--- src/rtl/aabb_pkg.sv ---
`timescale 1ns / 1ps
// aabb_pkg: shared widths, types, register codes and saturation helper
// for the aabb_affine_transform block; no dependencies
package aabb_pkg;

    localparam int COORD_BITS     = 16;
    localparam int COEF_FRAC_BITS = 12;

    localparam int COEF_BITS  = 16;
    localparam int TRANS_BITS = 16;
    localparam int ROW_W      = 64;
    localparam int TRANS_LSB  = 48;

    localparam int PROD_W  = COORD_BITS + COEF_BITS;
    localparam int SUM_W   = PROD_W + 2;
    localparam int SHIFT_W = SUM_W - COEF_FRAC_BITS;
    localparam int ACC_W   = ((SHIFT_W > TRANS_BITS) ? SHIFT_W : TRANS_BITS) + 1;

    localparam int FIELDS  = 6;
    localparam int DATA_W  = ((FIELDS * COORD_BITS + 7) / 8) * 8;

    localparam int CFG_ADDR_W = 2;
    localparam logic [CFG_ADDR_W-1:0] REG_ROW_X = 2'd0;
    localparam logic [CFG_ADDR_W-1:0] REG_ROW_Y = 2'd1;
    localparam logic [CFG_ADDR_W-1:0] REG_ROW_Z = 2'd2;

    localparam logic [ROW_W-1:0] ROW_X_RST = 64'h0000_0000_0000_1000;
    localparam logic [ROW_W-1:0] ROW_Y_RST = 64'h0000_0000_1000_0000;
    localparam logic [ROW_W-1:0] ROW_Z_RST = 64'h0000_1000_0000_0000;

    localparam logic signed [COORD_BITS-1:0] COORD_MAX = {1'b0, {(COORD_BITS-1){1'b1}}};
    localparam logic signed [COORD_BITS-1:0] COORD_MIN = {1'b1, {(COORD_BITS-1){1'b0}}};

    typedef logic signed [COORD_BITS-1:0] t_coord;
    typedef logic [2:0][COORD_BITS-1:0]   t_vec3;
    typedef logic [ROW_W-1:0]             t_row;

    typedef struct packed {
        t_row z;
        t_row y;
        t_row x;
    } t_rows;

    function automatic t_coord sat_coord(input logic signed [ACC_W-1:0] v);
        logic signed [ACC_W-1:0] hi_lim;
        logic signed [ACC_W-1:0] lo_lim;
        hi_lim = ACC_W'(COORD_MAX);
        lo_lim = ACC_W'(COORD_MIN);
        if (v > hi_lim) begin
            return COORD_MAX;
        end else if (v < lo_lim) begin
            return COORD_MIN;
        end else begin
            return v[COORD_BITS-1:0];
        end
    endfunction

endpackage

--- src/rtl/aabb_axis.sv ---
`timescale 1ns / 1ps
// aabb_axis: one output axis, per-term min/max products, sum, floor shift,
// translation and saturation; depends on aabb_pkg
module aabb_axis
    import aabb_pkg::*;
(
    input  t_row   i_row,
    input  t_vec3  i_lo,
    input  t_vec3  i_hi,
    output t_coord o_min,
    output t_coord o_max
);

    logic signed [PROD_W-1:0] pmin [3];
    logic signed [PROD_W-1:0] pmax [3];
    logic signed [SUM_W-1:0]  smin;
    logic signed [SUM_W-1:0]  smax;
    logic signed [SHIFT_W-1:0] fmin;
    logic signed [SHIFT_W-1:0] fmax;
    logic signed [TRANS_BITS-1:0] trans;

    for (genvar k = 0; k < 3; k++) begin : g_term
        logic signed [COEF_BITS-1:0]  coef;
        logic signed [COORD_BITS-1:0] lo_k;
        logic signed [COORD_BITS-1:0] hi_k;
        logic signed [PROD_W-1:0]     prod_a;
        logic signed [PROD_W-1:0]     prod_b;

        always_comb begin
            coef   = signed'(i_row[COEF_BITS*k +: COEF_BITS]);
            lo_k   = signed'(i_lo[k]);
            hi_k   = signed'(i_hi[k]);
            prod_a = PROD_W'(coef) * PROD_W'(lo_k);
            prod_b = PROD_W'(coef) * PROD_W'(hi_k);
            if (prod_a < prod_b) begin
                pmin[k] = prod_a;
                pmax[k] = prod_b;
            end else begin
                pmin[k] = prod_b;
                pmax[k] = prod_a;
            end
        end
    end

    always_comb begin
        trans = signed'(i_row[TRANS_LSB +: TRANS_BITS]);
        smin  = SUM_W'(pmin[0]) + SUM_W'(pmin[1]) + SUM_W'(pmin[2]);
        smax  = SUM_W'(pmax[0]) + SUM_W'(pmax[1]) + SUM_W'(pmax[2]);
        // arithmetic shift floors toward minus infinity
        fmin  = SHIFT_W'(smin >>> COEF_FRAC_BITS);
        fmax  = SHIFT_W'(smax >>> COEF_FRAC_BITS);
        o_min = sat_coord(ACC_W'(fmin) + ACC_W'(trans));
        o_max = sat_coord(ACC_W'(fmax) + ACC_W'(trans));
    end

endmodule

--- config.mk ---
export PLATFORM = sky130hd
export DESIGN_NAME = aabb_axis
export DESIGN_NICKNAME = d
export VERILOG_FILES = /design/src/rtl/aabb_pkg.sv /design/src/rtl/aabb_axis.sv
export SDC_FILE = /design/constraint.sdc
export NUM_CORES = 2
export LEC_CHECK = 0
export ABC_AREA = 1
export BUFFER_PORTS_ARGS = -buffer_cell sky130_fd_sc_hd__buf_2
export CORE_MARGIN = 10
export CORE_UTILIZATION = 48
export DETAILED_ROUTE_END_ITERATION = 10
export PLACE_DENSITY = 0.67
export SYNTH_ARGS = -nofsm -noshare
export SYNTH_HDL_FRONTEND = slang
export SYNTH_SLANG_ARGS = --single-unit
--- constraint.sdc ---
create_clock -name vclk -period 21.5
set_clock_uncertainty 0.1 [all_clocks]
set_input_delay 4.3 -clock vclk [all_inputs]
set_output_delay 4.3 -clock vclk [all_outputs]
set_load 0.02 [all_outputs]
==> metrics.md <==
| Metric | Value |
|---|---|
| Tot GR Track Use | `0.255` |
| Ranking of synthesized cells by area | `fa_1 (46%), inv_1 (15%), ha_1 (12%)` |
| Core area | `0.148 sq mm` |
| Avg Inst Size Synth | `7.61 sq um` |
| DIE HEIGHT | `405 um` |
| Crit path max fanout | `25` |
| Storage cell area | `0 sq um` |
| Synth warnings | `0` |
| MaxCap Viol Count | `0` |
| Post-route DRC | `0` |
| First drt pass iteration count | `6` |
| Via Count | `58900` |
| CP max-delay cell | `fa_1` |
| IO Count | `192` |
| Total die area | `0.164 sq mm` |
| Area of the mapped netlist | `0.0713 sq mm` |
| 1st-iter DRT viols | `4570` |
| Crit path capture | `o_min[6]` |
| Largest net degree at the start of global routing | `65` |
| WL final | `207 mm` |
| Setup Crit Path Kind | `in -> out` |
| Routability cong. | `0.989` |
| Worst Max-Slew Pin Slew | `1.03 ns` |
| Netlist cell types | `48` |
| First-pass GRT wire length | `336 mm` |
| Area leader, netlist | `fa_1` |
| Hold Path Class | `in -> out` |
| Die width | `405 um` |
| Routed vias/inst | `5.19` |
| Filler Cell Count | `14200` |
| Share of post-route cells with drive strength above 1 | `0.0614` |
| Worst setup EP type | `output port` |
| Synth top area share | `0.459` |
| Tmin final | `20.85 ns` |
| Gr ovfl total | `0` |
| Commonest non-fill, non-tap cells in the layout | `inv_1 (2829), nand2_1 (2209), fa_1 (1628), ha_1 (681), a21oi_1 (335)` |
| Result of the run | `completed` |
| Final Hold Viols | `0` |
| Final WS setup | `0.649 ns` |
| Most frequent CP cell | `nand2_1` |
| Number of global-route vias before repair | `63000` |
| P&R area growth vs syn | `6.69%` |
| Pre-CTS setup slack | `-0.601 ns` |
| Setup crit start kind | `input port` |
| Clkbuf count | `0` |
| Rel. slew slack | `0.312` |
| Sequential element share of the synthesized area | `0` |
| Num rows | `141` |
| Critical path startpoint | `i_row[28]` |
| Final setup fails | `0` |
| Mapped Nets | `11900` |
| Commonest non-fill, non-tap cell in the layout | `inv_1` |
| Buffers on Ports | `192` |
| Syn Inst Count | `9372` |
| Sequential cell count | `0` |
| Sum Neg Setup Slack | `0 ns` |
| Max Fclk | `48.0 MHz` |
| Final worst-path cycle share | `0.970` |
| Max Slew Vio Count | `0` |
| Post-DRT Antenna Nets | `0` |
| Post-DP HPWL | `179 mm` |
| Hold_buf cts | `0` |
| Net count, final | `11900` |
| Initial antenna violation count | `11` |
| Crit-path max cell delay | `0.54 ns` |
| CP arrival | `16.45 ns` |
| Detailed-route wire length per cell | `18.2 um` |
| Required time worst endpoint | `17.10 ns` |
| Initial core utilization | `0.483` |
-- stage by stage --
stage	utilization	area [sq um]	std cells	hold slack, ns
finish	0.515	76000	11400	9.12
global route	0.515	76000	11400	9.16
CTS	0.508	75000	11300	9.12
detailed placement	0.507	74900	11300	9.11
global placement	0.507	74900	11300	9.14
floorplan	-	71300	9372	8.80
-- repair_timing --
action,in CTS,in global routing
gates cloned,0,4
gates resized for setup,26,271
setup endpoints to repair,30,32
setup buffers,0,17
pin swaps,0,25
-- synthesized netlist by cell type (7+ instances only) --
library cell and n:
a211oi_1 9, a21boi_0 7, a21boi_1 7, a21o_1 22
a21oi_1 355, a31oi_1 36, buf_2 7, clkbuf_1 358
fa_1 1636, ha_1 696, inv_1 2830, nand2_1 2215
nand3_1 151, nand3b_1 7, nand4_1 27, nor2_1 245
nor3_1 35, nor4_1 10, o211ai_1 12, o21a_1 19
o21ai_0 313, o21ai_1 13, o21bai_1 16, xnor2_1 125
xor2_1 162
-- per-layer routing --
metal | share of wire | global-route usage
met1 | 0.42 | 0.346
met2 | 0.47 | 0.428
met3 | 0.071 | 0.0298
met4 | 0.037 | 0.0792
met5 | 0.00021 | 0
-- worst max-delay path, delay by kind of cell --
| kind | cells | cell delay (ns) |
|---|---|---|
| adder cells (fa/ha/maj) | 11 | 5.07 |
| XOR/XNOR | 2 | 0.56 |
| AO/OA/AOI/OAI | 10 | 2.02 |
| buffers and inverters | 10 | 1.53 |
| AND/OR/NAND/NOR | 26 | 2.92 |
-- worst min-delay path by stage --
stage,from,cells past startpoint,to
after CTS,i_row[48],5,o_min[0]
after floorplan,i_row[48],3,o_min[0]
after global routing,i_row[48],5,o_min[0]
after detailed placement,i_row[48],5,o_min[0]
final,i_row[48],5,o_min[0]
after global placement,i_row[48],5,o_min[0]
-- cells by family after synthesis --
logic type / after synthesis / synth area share
adder cells (fa/ha/maj): 2332 / 0.582
buffers and inverters: 3204 / 0.169
XOR/XNOR: 289 / 0.0357
AND/OR/NAND/NOR: 2703 / 0.148
AO/OA/AOI/OAI: 844 / 0.0652
-- layout make-up --
type                       count  area [sq um]  share of cell area
inverter                    2831         10600               0.140
tap                         1930          2410              0.0318
multi-input combinational   6168         59900               0.787
antenna                        5          12.5            0.000165
timing repair buffer         421          3110              0.0409
Power is not shown: default switching activity piles up to over one toggle a cycle in this logic, so the estimate is an artifact.
