**config.mk**
```make
export PLATFORM = sky130hd
export DESIGN_NAME = aabb_cfg
export DESIGN_NICKNAME = d
export VERILOG_FILES = /design/src/rtl/aabb_pkg.sv /design/src/rtl/aabb_cfg.sv
export SDC_FILE = /design/constraint.sdc
export NUM_CORES = 1
export LEC_CHECK = 0
export ABC_AREA = 1
export BUFFER_PORTS_ARGS = -buffer_cell sky130_fd_sc_hd__buf_4
export CAP_MARGIN = 20
export CORE_UTILIZATION = 55
export DETAILED_ROUTE_END_ITERATION = 6
export PLACE_DENSITY_LB_ADDON = 0.1
export SLEW_MARGIN = 20
export SYNTH_ARGS = -nofsm -noshare
export SYNTH_HDL_FRONTEND = slang
export SYNTH_SLANG_ARGS = --single-unit
```
**constraint.sdc**
```tcl
create_clock -name i_clk -period 2.1 [get_ports i_clk]
set_input_delay 0.21 -clock i_clk [delete_from_list [all_inputs] [get_ports i_clk]]
set_output_delay 0.21 -clock i_clk [all_outputs]
set_load 0.005 [all_outputs]
```
**src/rtl/aabb_pkg.sv**
```systemverilog
`timescale 1ns / 1ps
// aabb_pkg: shared widths, types, register codes and saturation helper
// for the aabb_affine_transform block; no dependencies
package aabb_pkg;

    localparam int COORD_BITS     = 16;
    localparam int COEF_FRAC_BITS = 12;

    localparam int COEF_BITS  = 16;
    localparam int TRANS_BITS = 16;
    localparam int ROW_W      = 64;
    localparam int TRANS_LSB  = 48;

    localparam int PROD_W  = COORD_BITS + COEF_BITS;
    localparam int SUM_W   = PROD_W + 2;
    localparam int SHIFT_W = SUM_W - COEF_FRAC_BITS;
    localparam int ACC_W   = ((SHIFT_W > TRANS_BITS) ? SHIFT_W : TRANS_BITS) + 1;

    localparam int FIELDS  = 6;
    localparam int DATA_W  = ((FIELDS * COORD_BITS + 7) / 8) * 8;

    localparam int CFG_ADDR_W = 2;
    localparam logic [CFG_ADDR_W-1:0] REG_ROW_X = 2'd0;
    localparam logic [CFG_ADDR_W-1:0] REG_ROW_Y = 2'd1;
    localparam logic [CFG_ADDR_W-1:0] REG_ROW_Z = 2'd2;

    localparam logic [ROW_W-1:0] ROW_X_RST = 64'h0000_0000_0000_1000;
    localparam logic [ROW_W-1:0] ROW_Y_RST = 64'h0000_0000_1000_0000;
    localparam logic [ROW_W-1:0] ROW_Z_RST = 64'h0000_1000_0000_0000;

    localparam logic signed [COORD_BITS-1:0] COORD_MAX = {1'b0, {(COORD_BITS-1){1'b1}}};
    localparam logic signed [COORD_BITS-1:0] COORD_MIN = {1'b1, {(COORD_BITS-1){1'b0}}};

    typedef logic signed [COORD_BITS-1:0] t_coord;
    typedef logic [2:0][COORD_BITS-1:0]   t_vec3;
    typedef logic [ROW_W-1:0]             t_row;

    typedef struct packed {
        t_row z;
        t_row y;
        t_row x;
    } t_rows;

    function automatic t_coord sat_coord(input logic signed [ACC_W-1:0] v);
        logic signed [ACC_W-1:0] hi_lim;
        logic signed [ACC_W-1:0] lo_lim;
        hi_lim = ACC_W'(COORD_MAX);
        lo_lim = ACC_W'(COORD_MIN);
        if (v > hi_lim) begin
            return COORD_MAX;
        end else if (v < lo_lim) begin
            return COORD_MIN;
        end else begin
            return v[COORD_BITS-1:0];
        end
    endfunction

endpackage

```
**src/rtl/aabb_cfg.sv**
```systemverilog
`timescale 1ns / 1ps
// aabb_cfg: the three transform row registers and their write port
// depends on aabb_pkg
module aabb_cfg
    import aabb_pkg::*;
(
    input  logic                  i_clk,
    input  logic                  i_rst_n,
    input  logic                  i_cfg_we,
    input  logic [CFG_ADDR_W-1:0] i_cfg_addr,
    input  logic [ROW_W-1:0]      i_cfg_wdata,
    output t_rows                 o_rows
);

    t_rows r_rows;

    always_ff @(posedge i_clk) begin
        if (!i_rst_n) begin
            r_rows.x <= ROW_X_RST;
            r_rows.y <= ROW_Y_RST;
            r_rows.z <= ROW_Z_RST;
        end else if (i_cfg_we) begin
            case (i_cfg_addr)
                REG_ROW_X: r_rows.x <= i_cfg_wdata;
                REG_ROW_Y: r_rows.y <= i_cfg_wdata;
                REG_ROW_Z: r_rows.z <= i_cfg_wdata;
                default: ;
            endcase
        end
    end

    assign o_rows = r_rows;

endmodule

```
==> metrics.md <==
| Metric | Value |
|---|---|
| Status | `finished, final reports clean` |
| FFs w/ async S/R, synth | `0%` |
| Sequential area share after synthesis | `47.84%` |
| Max cap viols | `0` |
| WL per Instance | `12.27 microns` |
| CP required | `1.89 ns` |
| CP max stage delay | `0.37 ns` |
| Post-synth EDFFs | `0` |
| Yosys top cell area share | `47.84%` |
| Reg-to-reg setup timing slack | `1.41 ns` |
| Bufs and invs on worst path | `1` |
| Antenna Cells | `0` |
| Sw Ratio | `23.83%` |
| Critical path's slowest cell | `dfxtp_1` |
| DIE AREA | `0.01510 sq mm` |
| Max Freq | `886.7 MHz` |
| Worst r2r dst | `o_rows[15]` |
| Most frequent cell after synthesis | `nand2_1` |
| Final setup TNS | `0 ns` |
| Setup Crit Path Kind | `register to primary output` |
| Die height | `122.9 microns` |
| Setup WS pre-CTS | `0.6004 ns` |
| Hold Vio Cnt, Final | `0` |
| Post-DR vias/cell | `4.693` |
| Top Family by Delay on Critical Path | `flip-flops` |
| Sw Pwr | `0.001994 W` |
| Crit path from | `o_rows[164]` |
| Reg2reg start | `o_rows[15]` |
| TritonCTS clock tree | `built` |
| Yosys top cell by area | `dfxtp_1` |
| Main synth FF type | `dfxtp_1` |
| Post-CTS Setup Inserts | `0` |
| Final setup vio count | `0` |
| Max reg flops | `192` |
| CP endpoint | `o_rows[164]` |
| Most instantiated cells after synthesis | `nand2_1, nor2_1, dfxtp_1` |
| Routed wire length | `20060 microns` |
| Avg Inst Size Synth | `6.533 sq um` |
| Min-Delay Path Class | `input pin to register` |
| I/O Pins | `261` |
| CTS Buffer Depth | `2` |
| Global route overflow | `0` |
| Hpwl dp | `13490 microns` |
| Clock Tree Root | `clkbuf_16` |
| Final Worst Setup Slack | `0.9722 ns` |
| Clock-pin slew on the worst setup and hold paths | `0.06 ns` |
| Drc violations | `0` |
| Syn Nets | `1299` |
| Crit share post-route | `53.70%` |
| Post-route ant nets | `0` |
| H-tree depth | `4` |
| Resized cells post-CTS | `0` |
| # clock sinks | `192` |
| First-pass GRT wire length | `31120 microns` |
| Syn. warnings | `0` |
| Crit path depth | `1` |
| Lkg Pwr | `5.957 nW` |
| RSZ-0062 raised after global routing | `false` |
| Clock skew | `0 ns` |
| Buffers added on ports | `260` |
| Headroom to the max-slew limit | `67.07%` |
| Max FO, Critical Path | `2` |
| Clock power share | `39.8%` |
| Startpoint Class | `register` |
| Int Pwr | `0.006374 W` |
| CP arrival | `0.92 ns` |
| CP Cell Sequence | `buf_4` |
| Final Max Slew Viols | `0` |
| Initial antenna violation count | `0` |
| Unique cell type count in the Yosys netlist | `12` |
| RePlAce Congestion | `0.7853` |
| Clock latency on the worst-skew pair | `0.42 ns` |
| Minimum clock period | `1.128 ns` |
| Area grow syn2layout | `32.45%` |
| Top post-synthesis cells by area | `dfxtp_1, nand2_1, nor2_1, inv_1, nand3_1` |
| Worst vdd ir | `0.5290 mV` |
| Cells on worst reg2reg path | `2` |
| Largest net degree at the start of global routing | `109` |
| Cell row count | `43` |
| Vias in the first global route | `6429` |
| Syn Inst Count | `1230` |
| Share of cells above drive strength 1 | `20.76%` |
| Core Util, Final | `75.79%` |
| Iteration-0 DRC Markers | `427` |
| Initial core utilization | `57.22%` |
| Mapped cell area | `0.008035 sq mm` |
| Die W | `122.9 microns` |
| Crit. End Element | `primary output` |
| CTS Buf Count | `17` |
| Flops & latches, synth | `192` |
| Comb pwr share | `13.2%` |
| Core region area | `0.01404 sq mm` |
| TritonRoute pass-1 iters | `5` |
| Cts hold-fix bufs | `0` |
| Vias | `7673` |
| Fillers | `1132` |
| # nets final | `1512` |
| Flop pwr share | `47.0%` |
| Worst Max-Slew Pin Slew | `0.4939 ns` |
| Global-route usage over all layers | `26.36%` |
| Power Density | `786.3 mW/mm^2` |
==> logic make-up (layout without fill, tap and decap cells) <==
logic type / after synthesis / after routing / synth area share [%]
compound gates: 63 / 63 / 3.924
flops: 192 / 192 / 47.84
simple gates: 706 / 706 / 34.12
buf+inv: 269 / 494 / 14.12
==> per-stage QoR <==
step,hold slack [ns],instances,power [W],cell area (sq um)
after floorplan,0.3449,1230,0.004561,8035
after global placement,0.4419,1604,0.005087,10030
after detailed placement,0.4437,1604,0.005115,10030
after CTS,0.007513,1635,0.008428,10640
after global routing,0.01730,1635,0.008713,10640
final,0.02575,1635,0.008369,10640
==> worst min-delay path, stage by stage <==
cell	delay (ns)
buf_4	0.09
nor2_1	0.04
nor2_1	0.08
==> power by group through the flow <==
stage	clock network, W	logic [W]	registers (W)
floorplan	0	0.000537	0.00402
global placement	0	0.00108	0.00401
detailed placement	0	0.00110	0.00401
CTS	0.00338	0.00111	0.00393
global route	0.00352	0.00124	0.00395
finish	0.00333	0.00110	0.00393
==> metal layers <==
metal,wire [microns],up-vias,GRT usage [%]
met2,9558,223,44.03
li1,-,4018,-
met3,1645,30,8.086
met5,0,-,0
met4,467,0,9.985
met1,8384,3402,31.66
==> layout by cell type (no fill, tap or decap), drive strengths merged <==
cell type,netlist,routed
a21oi,63,63
nor2,316,316
clkinv,0,2
buf,69,272
dfxtp,192,192
bufinv,0,3
nand3,69,69
clkbuf,9,26
nand2,319,319
inv,191,191
nand4,2,2
==> final cells by class <==
class                           instances  area (sq um)  area share, %
Sequential cell                       192          3844          36.12
Multi-Input combinational cell        769          3089          29.03
Timing Repair Buffer                  272          2158          20.28
Inverter                              191         716.9          6.736
Clock buffer                           26         509.2          4.785
Tap cell                              180         225.2          2.116
Clock inverter                          5         100.1         0.9405
==> worst min-delay path by stage <==
stage | start | to | slack, ns | cells after the start
after floorplan | i_cfg_wdata[36] | o_rows[100] | 0.34 | 2
after global placement | o_rows[172] | o_rows[172] | 0.44 | 2
after detailed placement | o_rows[172] | o_rows[172] | 0.44 | 2
after CTS | i_cfg_wdata[50] | o_rows[114] | 0.008 | 3
after global routing | i_cfg_wdata[60] | o_rows[188] | 0.02 | 3
final | i_cfg_wdata[54] | o_rows[118] | 0.03 | 3
(Power assumes the default switching activity.)
